<file path="src/hw/rtl/bsg_pkg.sv">
// ----------------------------------------------------------------------------
// Block signature package
// Shared constants and MD5 tables for the block signature generator.
// ----------------------------------------------------------------------------
`default_nettype none
package bsg_pkg;

	localparam int unsigned LengthBitsDefault = 32;

	localparam logic [15:0] WEAK_MASK = 16'hffff;
	localparam int unsigned HEADER_WORDS = 12 / 4;
	localparam int unsigned ENTRY_WORDS = 20 / 4;

	localparam logic [31:0] BS_RESET = 32'd1024;

	// configuration register indexes
	localparam logic [1:0] REG_BLOCK_SIZE = 2'd0;
	localparam logic [1:0] REG_TOTAL_LEN = 2'd1;
	localparam logic [1:0] REG_CHAR_OFFSET = 2'd2;

	// op codes
	localparam logic OP_START = 1'b0;
	localparam logic OP_DATA = 1'b1;

	// result kinds
	localparam logic [1:0] KIND_HEADER = 2'd0;
	localparam logic [1:0] KIND_ENTRY = 2'd1;
	localparam logic [1:0] KIND_ERROR = 2'd2;

	localparam logic [31:0] MD5_IV0 = 32'h67452301;
	localparam logic [31:0] MD5_IV1 = 32'hefcdab89;
	localparam logic [31:0] MD5_IV2 = 32'h98badcfe;
	localparam logic [31:0] MD5_IV3 = 32'h10325476;

	// MD5 additive constants
	function automatic logic [31:0] md5_k(input logic [5:0] i);
		logic [31:0] k;
		case (i)
			6'd0: k = 32'hd76aa478; 6'd1: k = 32'he8c7b756; 6'd2: k = 32'h242070db;
			6'd3: k = 32'hc1bdceee; 6'd4: k = 32'hf57c0faf; 6'd5: k = 32'h4787c62a;
			6'd6: k = 32'ha8304613; 6'd7: k = 32'hfd469501; 6'd8: k = 32'h698098d8;
			6'd9: k = 32'h8b44f7af; 6'd10: k = 32'hffff5bb1; 6'd11: k = 32'h895cd7be;
			6'd12: k = 32'h6b901122; 6'd13: k = 32'hfd987193; 6'd14: k = 32'ha679438e;
			6'd15: k = 32'h49b40821; 6'd16: k = 32'hf61e2562; 6'd17: k = 32'hc040b340;
			6'd18: k = 32'h265e5a51; 6'd19: k = 32'he9b6c7aa; 6'd20: k = 32'hd62f105d;
			6'd21: k = 32'h02441453; 6'd22: k = 32'hd8a1e681; 6'd23: k = 32'he7d3fbc8;
			6'd24: k = 32'h21e1cde6; 6'd25: k = 32'hc33707d6; 6'd26: k = 32'hf4d50d87;
			6'd27: k = 32'h455a14ed; 6'd28: k = 32'ha9e3e905; 6'd29: k = 32'hfcefa3f8;
			6'd30: k = 32'h676f02d9; 6'd31: k = 32'h8d2a4c8a; 6'd32: k = 32'hfffa3942;
			6'd33: k = 32'h8771f681; 6'd34: k = 32'h6d9d6122; 6'd35: k = 32'hfde5380c;
			6'd36: k = 32'ha4beea44; 6'd37: k = 32'h4bdecfa9; 6'd38: k = 32'hf6bb4b60;
			6'd39: k = 32'hbebfbc70; 6'd40: k = 32'h289b7ec6; 6'd41: k = 32'heaa127fa;
			6'd42: k = 32'hd4ef3085; 6'd43: k = 32'h04881d05; 6'd44: k = 32'hd9d4d039;
			6'd45: k = 32'he6db99e5; 6'd46: k = 32'h1fa27cf8; 6'd47: k = 32'hc4ac5665;
			6'd48: k = 32'hf4292244; 6'd49: k = 32'h432aff97; 6'd50: k = 32'hab9423a7;
			6'd51: k = 32'hfc93a039; 6'd52: k = 32'h655b59c3; 6'd53: k = 32'h8f0ccc92;
			6'd54: k = 32'hffeff47d; 6'd55: k = 32'h85845dd1; 6'd56: k = 32'h6fa87e4f;
			6'd57: k = 32'hfe2ce6e0; 6'd58: k = 32'ha3014314; 6'd59: k = 32'h4e0811a1;
			6'd60: k = 32'hf7537e82; 6'd61: k = 32'hbd3af235; 6'd62: k = 32'h2ad7d2bb;
			default: k = 32'heb86d391;
		endcase
		return k;
	endfunction

	// MD5 rotate amounts, indexed by round group and round mod 4
	function automatic logic [4:0] md5_rot(input logic [5:0] i);
		logic [4:0] r;
		case ({i[5:4], i[1:0]})
			4'd0: r = 5'd7;  4'd1: r = 5'd12; 4'd2: r = 5'd17; 4'd3: r = 5'd22;
			4'd4: r = 5'd5;  4'd5: r = 5'd9;  4'd6: r = 5'd14; 4'd7: r = 5'd20;
			4'd8: r = 5'd4;  4'd9: r = 5'd11; 4'd10: r = 5'd16; 4'd11: r = 5'd23;
			4'd12: r = 5'd6; 4'd13: r = 5'd10; 4'd14: r = 5'd15; default: r = 5'd21;
		endcase
		return r;
	endfunction

	function automatic logic [31:0] bswap32(input logic [31:0] x);
		return {x[7:0], x[15:8], x[23:16], x[31:24]};
	endfunction

endpackage
`default_nettype wire

</file>
<file path="src/hw/rtl/bsg_ram.sv">
// ----------------------------------------------------------------------------
// Generic single-port RAM
// One write and one read of the same address per cycle, registered read data.
// ----------------------------------------------------------------------------
`default_nettype none
module bsg_ram #(
	parameter int unsigned Width = 32,
	parameter int unsigned Depth = 16
) (
	input  wire logic                     clk,
	input  wire logic                     wr_en,
	input  wire logic [$clog2(Depth)-1:0] addr,
	input  wire logic [Width-1:0]         wr_data,
	output logic [Width-1:0]              rd_data
);
	logic [Width-1:0] mem_q [Depth];

	// write one entry and read the addressed entry
	always_ff @(posedge clk) begin
		if (wr_en) begin
			mem_q[addr] <= wr_data;
		end
		rd_data <= mem_q[addr];
	end
endmodule
`default_nettype wire

</file>
<file path="src/hw/rtl/block_signature_generator.sv">
// A start request runs the divider (one divider cycle per quotient bit) before its
// first header word; an error result is presented in the cycle after acceptance.
// A data byte stalls the input through ST_FEED and ST_WR; filling a 64-byte chunk
// adds 64 rounds, each a RAM read state and a round state, plus the chain add. A
// block end adds up to 16 padding words and one or two compressions ahead of its
// five entry words. A new request is taken only in ST_IDLE. Reset: async.
// ----------------------------------------------------------------------------
// Block signature generator
// Header words, weak sums and MD5 digests for fixed-size blocks of one file.
// ----------------------------------------------------------------------------
`default_nettype none
module block_signature_generator
	import bsg_pkg::*;
#(
	parameter int unsigned LengthBits = LengthBitsDefault
) (
	input  wire logic        clk,
	input  wire logic        arst_n,
	// configuration
	input  wire logic        cfg_valid,
	output logic             cfg_ready,
	input  wire logic [1:0]  cfg_index,
	input  wire logic [31:0] cfg_data,
	// requests
	input  wire logic        in_valid,
	output logic             in_stall,
	input  wire logic        op,
	input  wire logic [7:0]  data_byte,
	// results
	output logic             out_valid,
	input  wire logic        out_stall,
	output logic [31:0]      word,
	output logic [1:0]       kind,
	output logic             last,
	output logic             file_done
);
	localparam int unsigned LB = LengthBits;
	localparam int unsigned DivCntW = $clog2(LB + 1);

	typedef enum logic [3:0] {
		ST_IDLE, ST_DIV, ST_HDR, ST_FEED, ST_WR, ST_RND_RD, ST_RND, ST_ADD,
		ST_PAD, ST_ENT, ST_ERR
	} state_t;

	state_t state_q;

	// configuration registers
	logic [31:0] seg_len_q;
	logic [31:0] total_length_q;
	logic [7:0]  char_offset_q;

	// block state
	logic [15:0]   sum_a_q, sum_c_q;
	logic [31:0]   h_q [4];
	logic [31:0]   va_q, vb_q, vc_q, vd_q;
	logic [LB-1:0] blk_cnt_q;
	logic [LB-1:0] left_q;
	logic [LB-1:0] offs_q;
	logic          started_q;

	// sequencer state
	logic [5:0]    rnd_q;
	logic [1:0]    pad_q;     // 0 data chunk, 1 padded first, 2 length chunk
	logic          fin_q;     // running final compressions of a block
	logic [31:0]   wbuf_q;    // word being assembled for the RAM
	logic [3:0]    wcnt_q;    // word being written in padding
	logic [2:0]    oidx_q;
	logic          done_q;
	logic [7:0]    byte_q;

	// header division
	logic [LB-1:0]      quo_q, rem_q, div_d_q;
	logic [DivCntW-1:0] dcnt_q;

	// effective lengths
	logic [LB-1:0] bs_eff, tot_m, remain, next_left;
	assign tot_m = total_length_q[LB-1:0];
	assign bs_eff = (seg_len_q[LB-1:0] == '0) ? LB'(1) : seg_len_q[LB-1:0];
	assign remain = tot_m - offs_q;
	assign next_left = (offs_q >= tot_m) ? '0 : ((remain < bs_eff) ? remain : bs_eff);

	// message RAM
	logic        ram_we;
	logic [3:0]  ram_addr;
	logic [31:0] ram_wd, ram_rd;

	bsg_ram #(.Width(32), .Depth(16)) u_msg (
		.clk(clk), .wr_en(ram_we), .addr(ram_addr), .wr_data(ram_wd), .rd_data(ram_rd)
	);

	// round index into message
	logic [3:0] g_idx;
	always_comb begin
		case (rnd_q[5:4])
			2'd0: g_idx = rnd_q[3:0];
			2'd1: g_idx = 4'(5 * rnd_q[3:0] + 1);
			2'd2: g_idx = 4'(3 * rnd_q[3:0] + 5);
			default: g_idx = 4'(7 * rnd_q[3:0]);
		endcase
	end

	// length of the block in bits, for the length chunk
	logic [63:0] bitlen;
	assign bitlen = {29'd0, 32'(blk_cnt_q), 3'd0};

	// message word source: RAM in data chunks, synthesized in padding
	logic [5:0]    pos;
	assign pos = blk_cnt_q[5:0];
	logic [5:0]    pos_inc;
	assign pos_inc = pos + 6'd1;
	logic [31:0]   m_word;
	always_comb begin
		m_word = ram_rd;
		if (pad_q == 2'd2) begin
			if (g_idx == 4'd14) m_word = bitlen[31:0];
			else if (g_idx == 4'd15) m_word = bitlen[63:32];
			else m_word = '0;
		end else if (pad_q == 2'd1 && pos < 6'd56) begin
			if (g_idx == 4'd14) m_word = bitlen[31:0];
			else if (g_idx == 4'd15) m_word = bitlen[63:32];
		end
	end

	// shared round unit
	logic [31:0] f_val, sum_r, rot_r;
	logic [4:0]  sh;
	always_comb begin
		case (rnd_q[5:4])
			2'd0: f_val = (vb_q & vc_q) | (~vb_q & vd_q);
			2'd1: f_val = (vd_q & vb_q) | (~vd_q & vc_q);
			2'd2: f_val = vb_q ^ vc_q ^ vd_q;
			default: f_val = vc_q ^ (vb_q | ~vd_q);
		endcase
		sh = md5_rot(rnd_q);
		sum_r = va_q + f_val + md5_k(rnd_q) + m_word;
		rot_r = (sum_r << sh) | (sum_r >> (6'd32 - {1'b0, sh}));
	end

	// RAM port control
	logic [1:0] bsel;
	assign bsel = pos[1:0];
	logic [31:0] merged;
	always_comb begin
		merged = (bsel == 2'd0) ? 32'd0 : wbuf_q;
		merged[8*bsel +: 8] = byte_q;
	end
	always_comb begin
		ram_we = 1'b0;
		ram_addr = g_idx;
		ram_wd = merged;
		if (state_q == ST_WR) begin
			ram_we = 1'b1;
			ram_addr = pos[5:2];
		end else if (state_q == ST_PAD) begin
			ram_we = 1'b1;
			ram_addr = wcnt_q;
			ram_wd = '0;
			if (wcnt_q == pos[5:2]) begin
				ram_wd = (bsel == 2'd0) ? 32'd0 : wbuf_q;
				ram_wd[8*bsel +: 8] = 8'h80;
			end
		end else if (state_q == ST_ADD || state_q == ST_RND_RD) begin
			ram_addr = (state_q == ST_ADD) ? 4'd0 : g_idx;
		end
	end

	// output word
	always_comb begin
		word = '0;
		kind = KIND_ERROR;
		last = 1'b1;
		case (state_q)
			ST_HDR: begin
				kind = KIND_HEADER;
				last = (oidx_q == 3'(HEADER_WORDS - 1));
				case (oidx_q)
					3'd0: word = 32'(quo_q) + ((rem_q != '0) ? 32'd1 : 32'd0);
					3'd1: word = 32'(bs_eff);
					default: word = 32'(rem_q);
				endcase
			end
			ST_ENT: begin
				kind = KIND_ENTRY;
				last = (oidx_q == 3'(ENTRY_WORDS - 1));
				case (oidx_q)
					3'd0: word = {sum_a_q, sum_c_q};
					3'd1: word = bswap32(h_q[0]);
					3'd2: word = bswap32(h_q[1]);
					3'd3: word = bswap32(h_q[2]);
					default: word = bswap32(h_q[3]);
				endcase
			end
			default: word = '0;
		endcase
	end
	assign file_done = done_q;
	assign out_valid = (state_q == ST_HDR) || (state_q == ST_ENT) || (state_q == ST_ERR);
	assign in_stall = (state_q != ST_IDLE);
	assign cfg_ready = (state_q == ST_IDLE);

	logic [15:0] a_next;
	assign a_next = WEAK_MASK & (sum_a_q + 16'(byte_q) + 16'(char_offset_q));

	// trial subtract, one guard bit above the shifted remainder
	logic [LB+1:0] dtrial;
	assign dtrial = {1'b0, rem_q, quo_q[LB-1]} - {2'b00, div_d_q};

	// sequencer
	always_ff @(posedge clk or negedge arst_n) begin
		if (!arst_n) begin
			state_q <= ST_IDLE;
			seg_len_q <= BS_RESET;
			total_length_q <= '0;
			char_offset_q <= '0;
			sum_a_q <= '0; sum_c_q <= '0;
			h_q[0] <= MD5_IV0; h_q[1] <= MD5_IV1; h_q[2] <= MD5_IV2; h_q[3] <= MD5_IV3;
			blk_cnt_q <= '0; left_q <= '0; offs_q <= '0; started_q <= 1'b0;
			rnd_q <= '0; pad_q <= '0; fin_q <= 1'b0; wbuf_q <= '0; wcnt_q <= '0;
			oidx_q <= '0; done_q <= 1'b0; byte_q <= '0;
			va_q <= '0; vb_q <= '0; vc_q <= '0; vd_q <= '0;
			quo_q <= '0; rem_q <= '0; div_d_q <= '0; dcnt_q <= '0;
		end else begin
			case (state_q)
				ST_IDLE: begin
					// take configuration writes
					if (cfg_valid) begin
						case (cfg_index)
							REG_BLOCK_SIZE: seg_len_q <= cfg_data;
							REG_TOTAL_LEN: total_length_q <= cfg_data;
							REG_CHAR_OFFSET: char_offset_q <= cfg_data[7:0];
							default: ;
						endcase
					end
					if (in_valid) begin
						byte_q <= data_byte;
						oidx_q <= '0;
						if (op == OP_START) begin
							// restart block and divide total by block size
							sum_a_q <= '0; sum_c_q <= '0;
							h_q[0] <= MD5_IV0; h_q[1] <= MD5_IV1;
							h_q[2] <= MD5_IV2; h_q[3] <= MD5_IV3;
							blk_cnt_q <= '0; offs_q <= '0; started_q <= 1'b1;
							quo_q <= tot_m; rem_q <= '0; div_d_q <= bs_eff;
							dcnt_q <= DivCntW'(LB);
							state_q <= ST_DIV;
						end else if (!started_q || left_q == '0) begin
							done_q <= started_q;
							state_q <= ST_ERR;
						end else begin
							state_q <= ST_FEED;
						end
					end
				end
				ST_DIV: begin
					// one quotient bit per cycle
					if (dtrial[LB+1]) begin
						rem_q <= {rem_q[LB-2:0], quo_q[LB-1]};
						quo_q <= {quo_q[LB-2:0], 1'b0};
					end else begin
						rem_q <= dtrial[LB-1:0];
						quo_q <= {quo_q[LB-2:0], 1'b1};
					end
					dcnt_q <= dcnt_q - DivCntW'(1);
					if (dcnt_q == DivCntW'(1)) begin
						left_q <= next_left;
						done_q <= (next_left == '0);
						state_q <= ST_HDR;
					end
				end
				ST_HDR, ST_ENT: begin
					if (!out_stall) begin
						oidx_q <= oidx_q + 3'd1;
						if (last) begin
							state_q <= ST_IDLE;
							if (state_q == ST_ENT) begin
								sum_a_q <= '0; sum_c_q <= '0;
								h_q[0] <= MD5_IV0; h_q[1] <= MD5_IV1;
								h_q[2] <= MD5_IV2; h_q[3] <= MD5_IV3;
								blk_cnt_q <= '0;
							end
						end
					end
				end
				ST_ERR: begin
					if (!out_stall) state_q <= ST_IDLE;
				end
				ST_FEED: begin
					// update weak sums; the byte goes into the message word in ST_WR
					sum_a_q <= a_next;
					sum_c_q <= sum_c_q + a_next;
					state_q <= ST_WR;
				end
				ST_WR: begin
					wbuf_q <= merged;
					blk_cnt_q <= blk_cnt_q + LB'(1);
					offs_q <= offs_q + LB'(1);
					left_q <= left_q - LB'(1);
					if (pos == 6'd63) begin
						pad_q <= 2'd0;
						fin_q <= (left_q == LB'(1));
						va_q <= h_q[0]; vb_q <= h_q[1]; vc_q <= h_q[2]; vd_q <= h_q[3];
						rnd_q <= '0;
						state_q <= ST_RND_RD;
					end else if (left_q == LB'(1)) begin
						// padding starts at the word that takes the marker
						wcnt_q <= pos_inc[5:2];
						fin_q <= 1'b1;
						state_q <= ST_PAD;
					end else begin
						state_q <= ST_IDLE;
					end
				end
				ST_PAD: begin
					// write 0x80 marker and clear rest of chunk
					wcnt_q <= wcnt_q + 4'd1;
					if (wcnt_q == 4'd15) begin
						pad_q <= 2'd1;
						va_q <= h_q[0]; vb_q <= h_q[1]; vc_q <= h_q[2]; vd_q <= h_q[3];
						rnd_q <= '0;
						state_q <= ST_RND_RD;
					end
				end
				ST_RND_RD: state_q <= ST_RND;
				ST_RND: begin
					// one MD5 round
					va_q <= vd_q;
					vd_q <= vc_q;
					vc_q <= vb_q;
					vb_q <= vb_q + rot_r;
					rnd_q <= rnd_q + 6'd1;
					state_q <= (rnd_q == 6'd63) ? ST_ADD : ST_RND_RD;
				end
				ST_ADD: begin
					h_q[0] <= h_q[0] + va_q; h_q[1] <= h_q[1] + vb_q;
					h_q[2] <= h_q[2] + vc_q; h_q[3] <= h_q[3] + vd_q;
					va_q <= h_q[0] + va_q; vb_q <= h_q[1] + vb_q;
					vc_q <= h_q[2] + vc_q; vd_q <= h_q[3] + vd_q;
					rnd_q <= '0;
					if (!fin_q) begin
						state_q <= ST_IDLE;
					end else if (pad_q == 2'd0) begin
						// full chunk ended the block: marker in a fresh chunk
						wcnt_q <= '0;
						state_q <= ST_PAD;
					end else if (pad_q == 2'd1 && pos >= 6'd56) begin
						pad_q <= 2'd2;
						state_q <= ST_RND_RD;
					end else begin
						left_q <= next_left;
						done_q <= (next_left == '0);
						oidx_q <= '0;
						state_q <= ST_ENT;
					end
				end
				default: state_q <= ST_IDLE;
			endcase
		end
	end

`ifndef NO_ASSERTIONS
	// no request taken in the round state while a block is being compressed
	a_busy: assert property (@(posedge clk) disable iff (!arst_n)
		(state_q == ST_RND) |-> in_stall) else $error("request taken during rounds");
	// round counter advances by one per round
	a_rnd: assert property (@(posedge clk) disable iff (!arst_n)
		(state_q == ST_RND && rnd_q != 6'd63) |=> (rnd_q == $past(rnd_q) + 6'd1))
		else $error("round counter skipped");
	// an error result never carries a header or entry word
	a_err: assert property (@(posedge clk) disable iff (!arst_n)
		(out_valid && kind == KIND_ERROR) |-> (word == 32'd0 && last))
		else $error("bad error result");
`endif
endmodule
`default_nettype wire
</file>
<file path="config.mk">
export PLATFORM = sky130hd
export DESIGN_NAME = block_signature_generator
export DESIGN_NICKNAME = d
export VERILOG_FILES = /design/src/hw/rtl/bsg_pkg.sv /design/src/hw/rtl/bsg_ram.sv /design/src/hw/rtl/block_signature_generator.sv
export SDC_FILE = /design/constraint.sdc
export NUM_CORES = 2
export LEC_CHECK = 0
export BUFFER_PORTS_ARGS = -buffer_cell sky130_fd_sc_hd__buf_2
export CORE_ASPECT_RATIO = 2
export CORE_MARGIN = 2
export CORE_UTILIZATION = 45
export CTS_BUF_LIST = sky130_fd_sc_hd__clkbuf_4
export CTS_CLUSTER_SIZE = 14
export DETAILED_ROUTE_END_ITERATION = 8
export PLACE_DENSITY = 0.62
export SYNTH_ARGS = -nofsm -noshare
export SYNTH_HDL_FRONTEND = slang
export SYNTH_SLANG_ARGS = --single-unit
</file>
<file path="constraint.sdc">
create_clock -name clk -period 10.78 [get_ports clk]
set_input_delay 1.078 -clock clk [delete_from_list [all_inputs] [get_ports clk]]
set_output_delay 1.078 -clock clk [all_outputs]
set_load 0.005 [all_outputs]
</file>
# After elaboration in Yosys (flattened, before gate mapping)
# Memory sizes are Yosys's and may differ from the RTL's. A register that Yosys moved wholly into a read port is not among the register bits.
# Index checks and enable logic that the tools add are counted.
# classes
n_addsub,26
n_mul,3
div_mod_pow,0
order_cmp,4
eq_ne,46
shifts,5
mux,122
bitwise,14
n_reduce_logical,47
# ops
op,n
$mux 32,32
$mux 128,5
$pmux 32 s4,5
$pmux 128 s3,1
$pmux 32 s2,5
$pmux 32 s3,3
$add 32x32->32,8
$and 32x32->32,4
$or 32x32->32,4
$logic_not 32->1,3
$pmux 16 s3,2
$xor 32x32->32,3
$mux 4,21
$mux 16,5
$add 32x1->32 const B,2
$bwmux 32,2
$not 32->32,2
$pmux 4 s10,1
$reduce_and 6->1,6
$neg 5->34,1
$shift 8x34->32 const A,1
$shiftx 8x34->32,1
$shiftx 8x34->32 const A,1
$sub 33x32->34,1
other kinds (62),148
# word_totals
regBits,620
latch_bits,0
mem_bits_rw,512
mem_bits_ro,2128
in_bits,48
word_cells,300
memories,3
# memory_table
name,words,width,rd,rd_clocked_by_memory_dff,wr,line_no,text
(name not given),64,32,1,0,0,bsg_pkg.sv:38,case (i)
u_msg.mem_q,16,32,1,1,1,bsg_ram.sv:16,logic [Width-1:0] mem_q [Depth];
(name not given),16,5,1,0,0,bsg_pkg.sv:68,"case ({i[5:4], i[1:0]})"

# Longest topological paths before layout
# depth
depth_word,13
ltp_mapped,49
depth_no_buf,44

# Hierarchy
# A second synthesis with hierarchy kept.
# unflattened
hier_cells,7774
area_unflattened_um2,75187.1
# by_module_without_submodules
module,n_inst,cells_each,area_per_inst_um2
block_signature_generator,1,6934,55324.3
bsg_ram,1,840,19862.8

# Worst setup path before layout
# OpenSTA, ideal clock, no wires.
# synth_timing
kind,register to register
start,register rnd_q[1]
end,register vb_q[28]
arrival_time_ns,10.734
setup_slack_ns,-0.087
stages_incl_launch_ff,47
path_buffers,4
path_cell_list,dfrtp_1 > clkbuf_1 > inv_1 > clkbuf_1 > ha_1 > clkbuf_1 > clkinv_1 > fa_1 > xor3_1 > mux2i_1 > a22oi_2 > nand4_1 > o31a_1 > clkbuf_1 > a22o_1 > fa_1 > fa_1 > ha_1 > [... 11 more ...] > mux2i_4 > mux2_2 > o21ai_1 > o221ai_1 > ha_1 > fa_1 > a21o_1 > a21o_1 > nand2_1 > a31oi_1 > nand2_1 > a21oi_1 > o31a_1 > o41ai_1 > o21ai_0 > xor2_1 > a221oi_1 > o21ai_0
# synth_via
elab_chain_len,13
word_cells_on_any_way,24
cone_classes,add/sub (6); mul (3); eq/ne (2); shift (2); mux (8); bitwise (1); memory (2)
# synth_rtl
item,line_no,text
"start, declared",block_signature_generator.sv:62,logic [5:0] rnd_q;
"start signal, assigned",block_signature_generator.sv:330,rnd_q <= rnd_q + 6'd1;
$mul 2x4->4 / $mul 3x4->4 (equally long branches),"block_signature_generator.sv:97, block_signature_generator.sv:96",
$add 4x3->4 / $add 4x1->4 (equally long branches),"block_signature_generator.sv:97, block_signature_generator.sv:96",
$pmux 4 s3,block_signature_generator.sv:94,case (rnd_q[5:4])
$eq 4x4->1,"block_signature_generator.sv:116, block_signature_generator.sv:120",
$mux 32,block_signature_generator.sv:120,else if (g_idx == 4'd15) m_word = bitlen[63:32];
$mux 32,block_signature_generator.sv:119,if (g_idx == 4'd14) m_word = bitlen[31:0];
$mux 32,block_signature_generator.sv:118,end else if (pad_q == 2'd1 && pos < 6'd56) begin
$mux 32,block_signature_generator.sv:114,if (pad_q == 2'd2) begin
$add 32x32->32,block_signature_generator.sv:135,sum_r = va_q + f_val + md5_k(rnd_q) + m_word;
$shr 32x6->32 / $shl 32x5->32 (equally long branches),block_signature_generator.sv:136,"rot_r = (sum_r << sh) | (sum_r >> (6'd32 - {1'b0, sh}));"
$or 32x32->32 *,block_signature_generator.sv:136,
$add 32x32->32 *,block_signature_generator.sv:329,vb_q <= vb_q + rot_r;
$pmux 32 s4 *,block_signature_generator.sv:223,case (state_q)
"end signal, assigned",block_signature_generator.sv:318,va_q <= h_q[0]; vb_q <= h_q[1]; vc_q <= h_q[2]; vd_q <= h_q[3];
"end signal, assigned",block_signature_generator.sv:329,
"end signal, assigned",block_signature_generator.sv:336,va_q <= h_q[0] + va_q; vb_q <= h_q[1] + vb_q;
"end, declared",block_signature_generator.sv:55,"logic [31:0] va_q, vb_q, vc_q, vd_q;"
# Every way passes the cells marked *; elsewhere a longest branch is shown, timed or not.
# A chain may end at the register's enable or synchronous reset.

# Worst setup path after layout
# layout_timing
start,register rnd_q[2]
end,register vb_q[26]
# layout_via
elab_chain_len,13
word_cells_on_any_way,22
cone_classes,add/sub (5); mul (3); eq/ne (2); shift (2); mux (8); bitwise (1); memory (1)
# layout_rtl
item,line_no
$mul 2x4->4 / $mul 3x4->4 (equally long branches),"block_signature_generator.sv:97, block_signature_generator.sv:96"
$add 4x3->4 / $add 4x1->4 (equally long branches),"block_signature_generator.sv:97, block_signature_generator.sv:96"
$pmux 4 s3,block_signature_generator.sv:94
$eq 4x4->1,"block_signature_generator.sv:116, block_signature_generator.sv:120"
$mux 32,block_signature_generator.sv:120
$mux 32,block_signature_generator.sv:119
$mux 32,block_signature_generator.sv:118
$mux 32,block_signature_generator.sv:114
$add 32x32->32 *,block_signature_generator.sv:135
$shr 32x6->32 / $shl 32x5->32 (equally long branches),block_signature_generator.sv:136
$or 32x32->32 *,block_signature_generator.sv:136
$add 32x32->32 *,block_signature_generator.sv:329
$pmux 32 s4 *,block_signature_generator.sv:223
# Marked as above.

==> flow_summary_export.csv <==
group,metric,value,unit
final_layout,syn_to_final_growth,12.04,%
yosys,yosysSeqAreaShare,0.4201,
final_layout,final_layout_size_suffix_gt1_frac,0.1700,
global_routing,grt_pass1_vias,66230,
drt,drc_errors,0,
drt,viasPerCell,6.333,
global_routing,grt_max_degree,148,
die,core_area,0.1663,sq mm
sta,max_freq,0.09722,GHz
die,fp.dieArea,0.1707,sq mm
final_layout,fin_nets,8515,
final_layout,layout_commonest_cell,"nand2_1",
global_routing,antenna_found_initial,11,
sta,skew,161.0,ps
drt,drt-total-wl,290800,um
final_layout,regMostFlops,"u_msg.mem_q",
drt,routedWlPerCell,28.01,um
sta,finalSetupViolations,0,
final_layout,final_core_util,0.5069,
sta,grt_setup_unrepaired,"no",
place,dp_hpwl,211200,um
power,powerDensity,101.5,mW/mm^2
sta,finalCritPeriodShare,0.9542,
die,start_util,0.4524,
yosys,yosys_warnings,0,
setup_path,crit_required,11790,ps
die,pin_count,87,
setup_path,critical_path_class,"reg2reg",
hold_path,hold_class,"in2reg",
global_routing,overflow,0,
die,rows,212,
sta,fin_tns_setup,0,ps
yosys,synthesis.nets,8144,
setup_path,startpoint_type,"flip-flop",
die,chipWidth,293.1,um
global_routing,grt_usage,0.3368,
setup_path,end_kind,"flip-flop",
yosys,ys_async_sr_fraction,0.5326,
setup_path,crit_fanout,8,
yosys,synth_cell_type_count,112,
clock_network,insertion_delay,1220,ps
drt,vias,65750,
run,drv_cap,0,
power,power_leakage,0.03414,uW
die,dieHeight,582.3,um
drt,drt-pass1-iter-count,6,
clock_network,ctsLongestPathBuffers,4,
clock_network,root_buffer,"clkbuf_4",
final_layout,top_regs,"u_msg.mem_q x512, h_q x128",
outcome,outcome,"complete, no violations",
yosys,syn_area,0.07524,sq mm
global_routing,grt_pass1_wl,426600,um
sta,hold_viol,0,
power,ir_drop,0.07847,mV
clock_network,path_clk_slew,70,ps
setup_path,crit_family,"compound AO/OA/AOI/OAI gates",
sta,maxSlewHeadroom,0.1779,
setup_path,cpPeakStageDelay,510,ps
clock_network,clock_sinks,1164,
final_layout,largest_reg_flops,512,
setup_path,cp_num_buf_inv,6,
yosys,synthCells,7662,
clock_network,cts_made_buffers,285,
drt,final_antenna_net_count,0,
sta,post-route-min-period,10290,ps
final_layout,final_cell_mix,"nand2_1, o21ai_0, nor2_1",
yosys,synth_ff_type,"dfrtp_1",
setup_path,crit_path_frequent_cell,"fa_1",
sta,maxSlewViolCount,0,
place,io_buffers,86,
setup_path,critPathSlowestCell,"fa_1",
clock_network,cts_tree,"yes",
drt,drtIter0Drc,5958,
clock_network,htreeDepth,5,
setup_path,arrival,11300,ps
yosys,yosys_register_bits,1164,
sta,worst_pin_slew,1229,ps
yosys,synth-edff-count,512,
yosys,avgSynthCellArea,9.820,sq um
place,place_congestion,1.038,
## routing by layer
layer / vias to the layer above / global-route usage / wire (um)
met1: 32620 / 0.3542 / 98940
met4: 8 / 0.2995 / 30900
li1: 29340 / - / -
met2: 2827 / 0.5765 / 142600
met3: 957 / 0.05779 / 18300
met5: - / 0 / 48
## final cells by class
cell class,count,area [sq um]
Fill cell,15240,82010
Antenna cell,9,22.52
Inverter,364,1366
Timing Repair Buffer,542,3979
Clock buffer,418,3138
Multi-Input combinational cell,5676,40980
Sequential cell,1164,31630
Clock inverter,69,516.7
Tap cell,2140,2678
## synthesized netlist by cell type, drive strengths merged, types with 37 or more instances
library cell / number / share of area
dfrtp: 555 / 0.18
ha: 353 / 0.059
mux4: 138 / 0.041
buf: 94 / 0.0054
and3: 50 / 0.0042
nand4: 55 / 0.0046
nand2: 740 / 0.037
a21oi: 556 / 0.037
clkbuf: 364 / 0.018
a221o: 47 / 0.0063
nand3: 131 / 0.0087
fa: 81 / 0.022
edfxtp: 512 / 0.20
a211oi: 100 / 0.010
inv: 362 / 0.018
o22a: 57 / 0.0066
a221oi: 56 / 0.0068
dfstp: 65 / 0.023
xor2: 106 / 0.012
a31oi: 80 / 0.0067
nor3: 125 / 0.0084
o211ai: 70 / 0.0072
o22ai: 52 / 0.0044
mux2: 64 / 0.0096
a22oi: 52 / 0.0053
a21o: 130 / 0.013
o221ai: 37 / 0.0044
xnor2: 281 / 0.033
o21ai: 637 / 0.042
nor2b: 87 / 0.0072
o21a: 58 / 0.0058
mux2i: 191 / 0.026
a22o: 133 / 0.015
nor2: 606 / 0.030
or3: 47 / 0.0039
nand2b: 47 / 0.0039
## repair_timing
action                                  4_1_cts  5_1_grt
endpoints found under the hold margin        80        0
endpoints found under the setup margin        0        8
hold buffers                                  1        0
buffers inserted                              0        1
gates resized for setup                       0       10
## metrics by stage
step	worst slack, ps	hold slack, ps	power [uW]	cells	area (sq um)
6_report	493.6	149.4	8555	10380	84300
5_1_grt	25.17	145.5	8832	10380	84290
4_1_cts	167.0	77.39	8631	10370	84210
3_5_place_dp	157.4	474.9	4760	9884	80550
3_3_place_gp	178.8	475.5	4759	9884	80550
2_1_floorplan	124.2	458.1	4691	7662	75250
## logic make-up (layout without fill, tap and decap cells)
family,count (synthesis),count (layout),synth area share
DFF,1164,1164,0.4201
buffers and inverters,822,1393,0.04170
adders and majority gates,437,437,0.08065
xor gates and xnor gates,389,389,0.04586
AOI/OAI and AO/OA,2387,2387,0.2099
muxes,393,393,0.07651
other,0,9,0
and+or+nand+nor,2070,2070,0.1253
## worst min-delay path: stages
cell     delay [ps]
buf_2           100
nand2_1          50
o21ai_0          60
## power breakdown
group,switching [uW],leakage (uW),internal [uW],total (uW)
logic,58.4,0.0209,9.85,68.3
registers,0,0.0111,4600,4600
clock network,1900,0.00217,1990,3890
## final timing paths
kind / slack [ps] / start / end / depth (start not counted)
worst max-delay path: 490 / rnd_q[2]$_DFFE_PN0P_ / vb_q[26]$_DFFE_PN0P_ / 46
worst min-delay path: 150 / cfg_data[22] / seg_len_q[22]$_DFFE_PN0P_ / 3
worst max register to register: 490 / rnd_q[2]$_DFFE_PN0P_ / vb_q[26]$_DFFE_PN0P_ / 46
worst min register to register: 500 / wbuf_q[4]$_DFFE_PN0P_ / wbuf_q[4]$_DFFE_PN0P_ / 1
max in group asynchronous: 7950 / arst_n / rnd_q[4]$_DFFE_PN0P_ / 4
min in group asynchronous: 510 / arst_n / seg_len_q[15]$_DFFE_PN0P_ / 2
(Power assumes the default switching activity.)
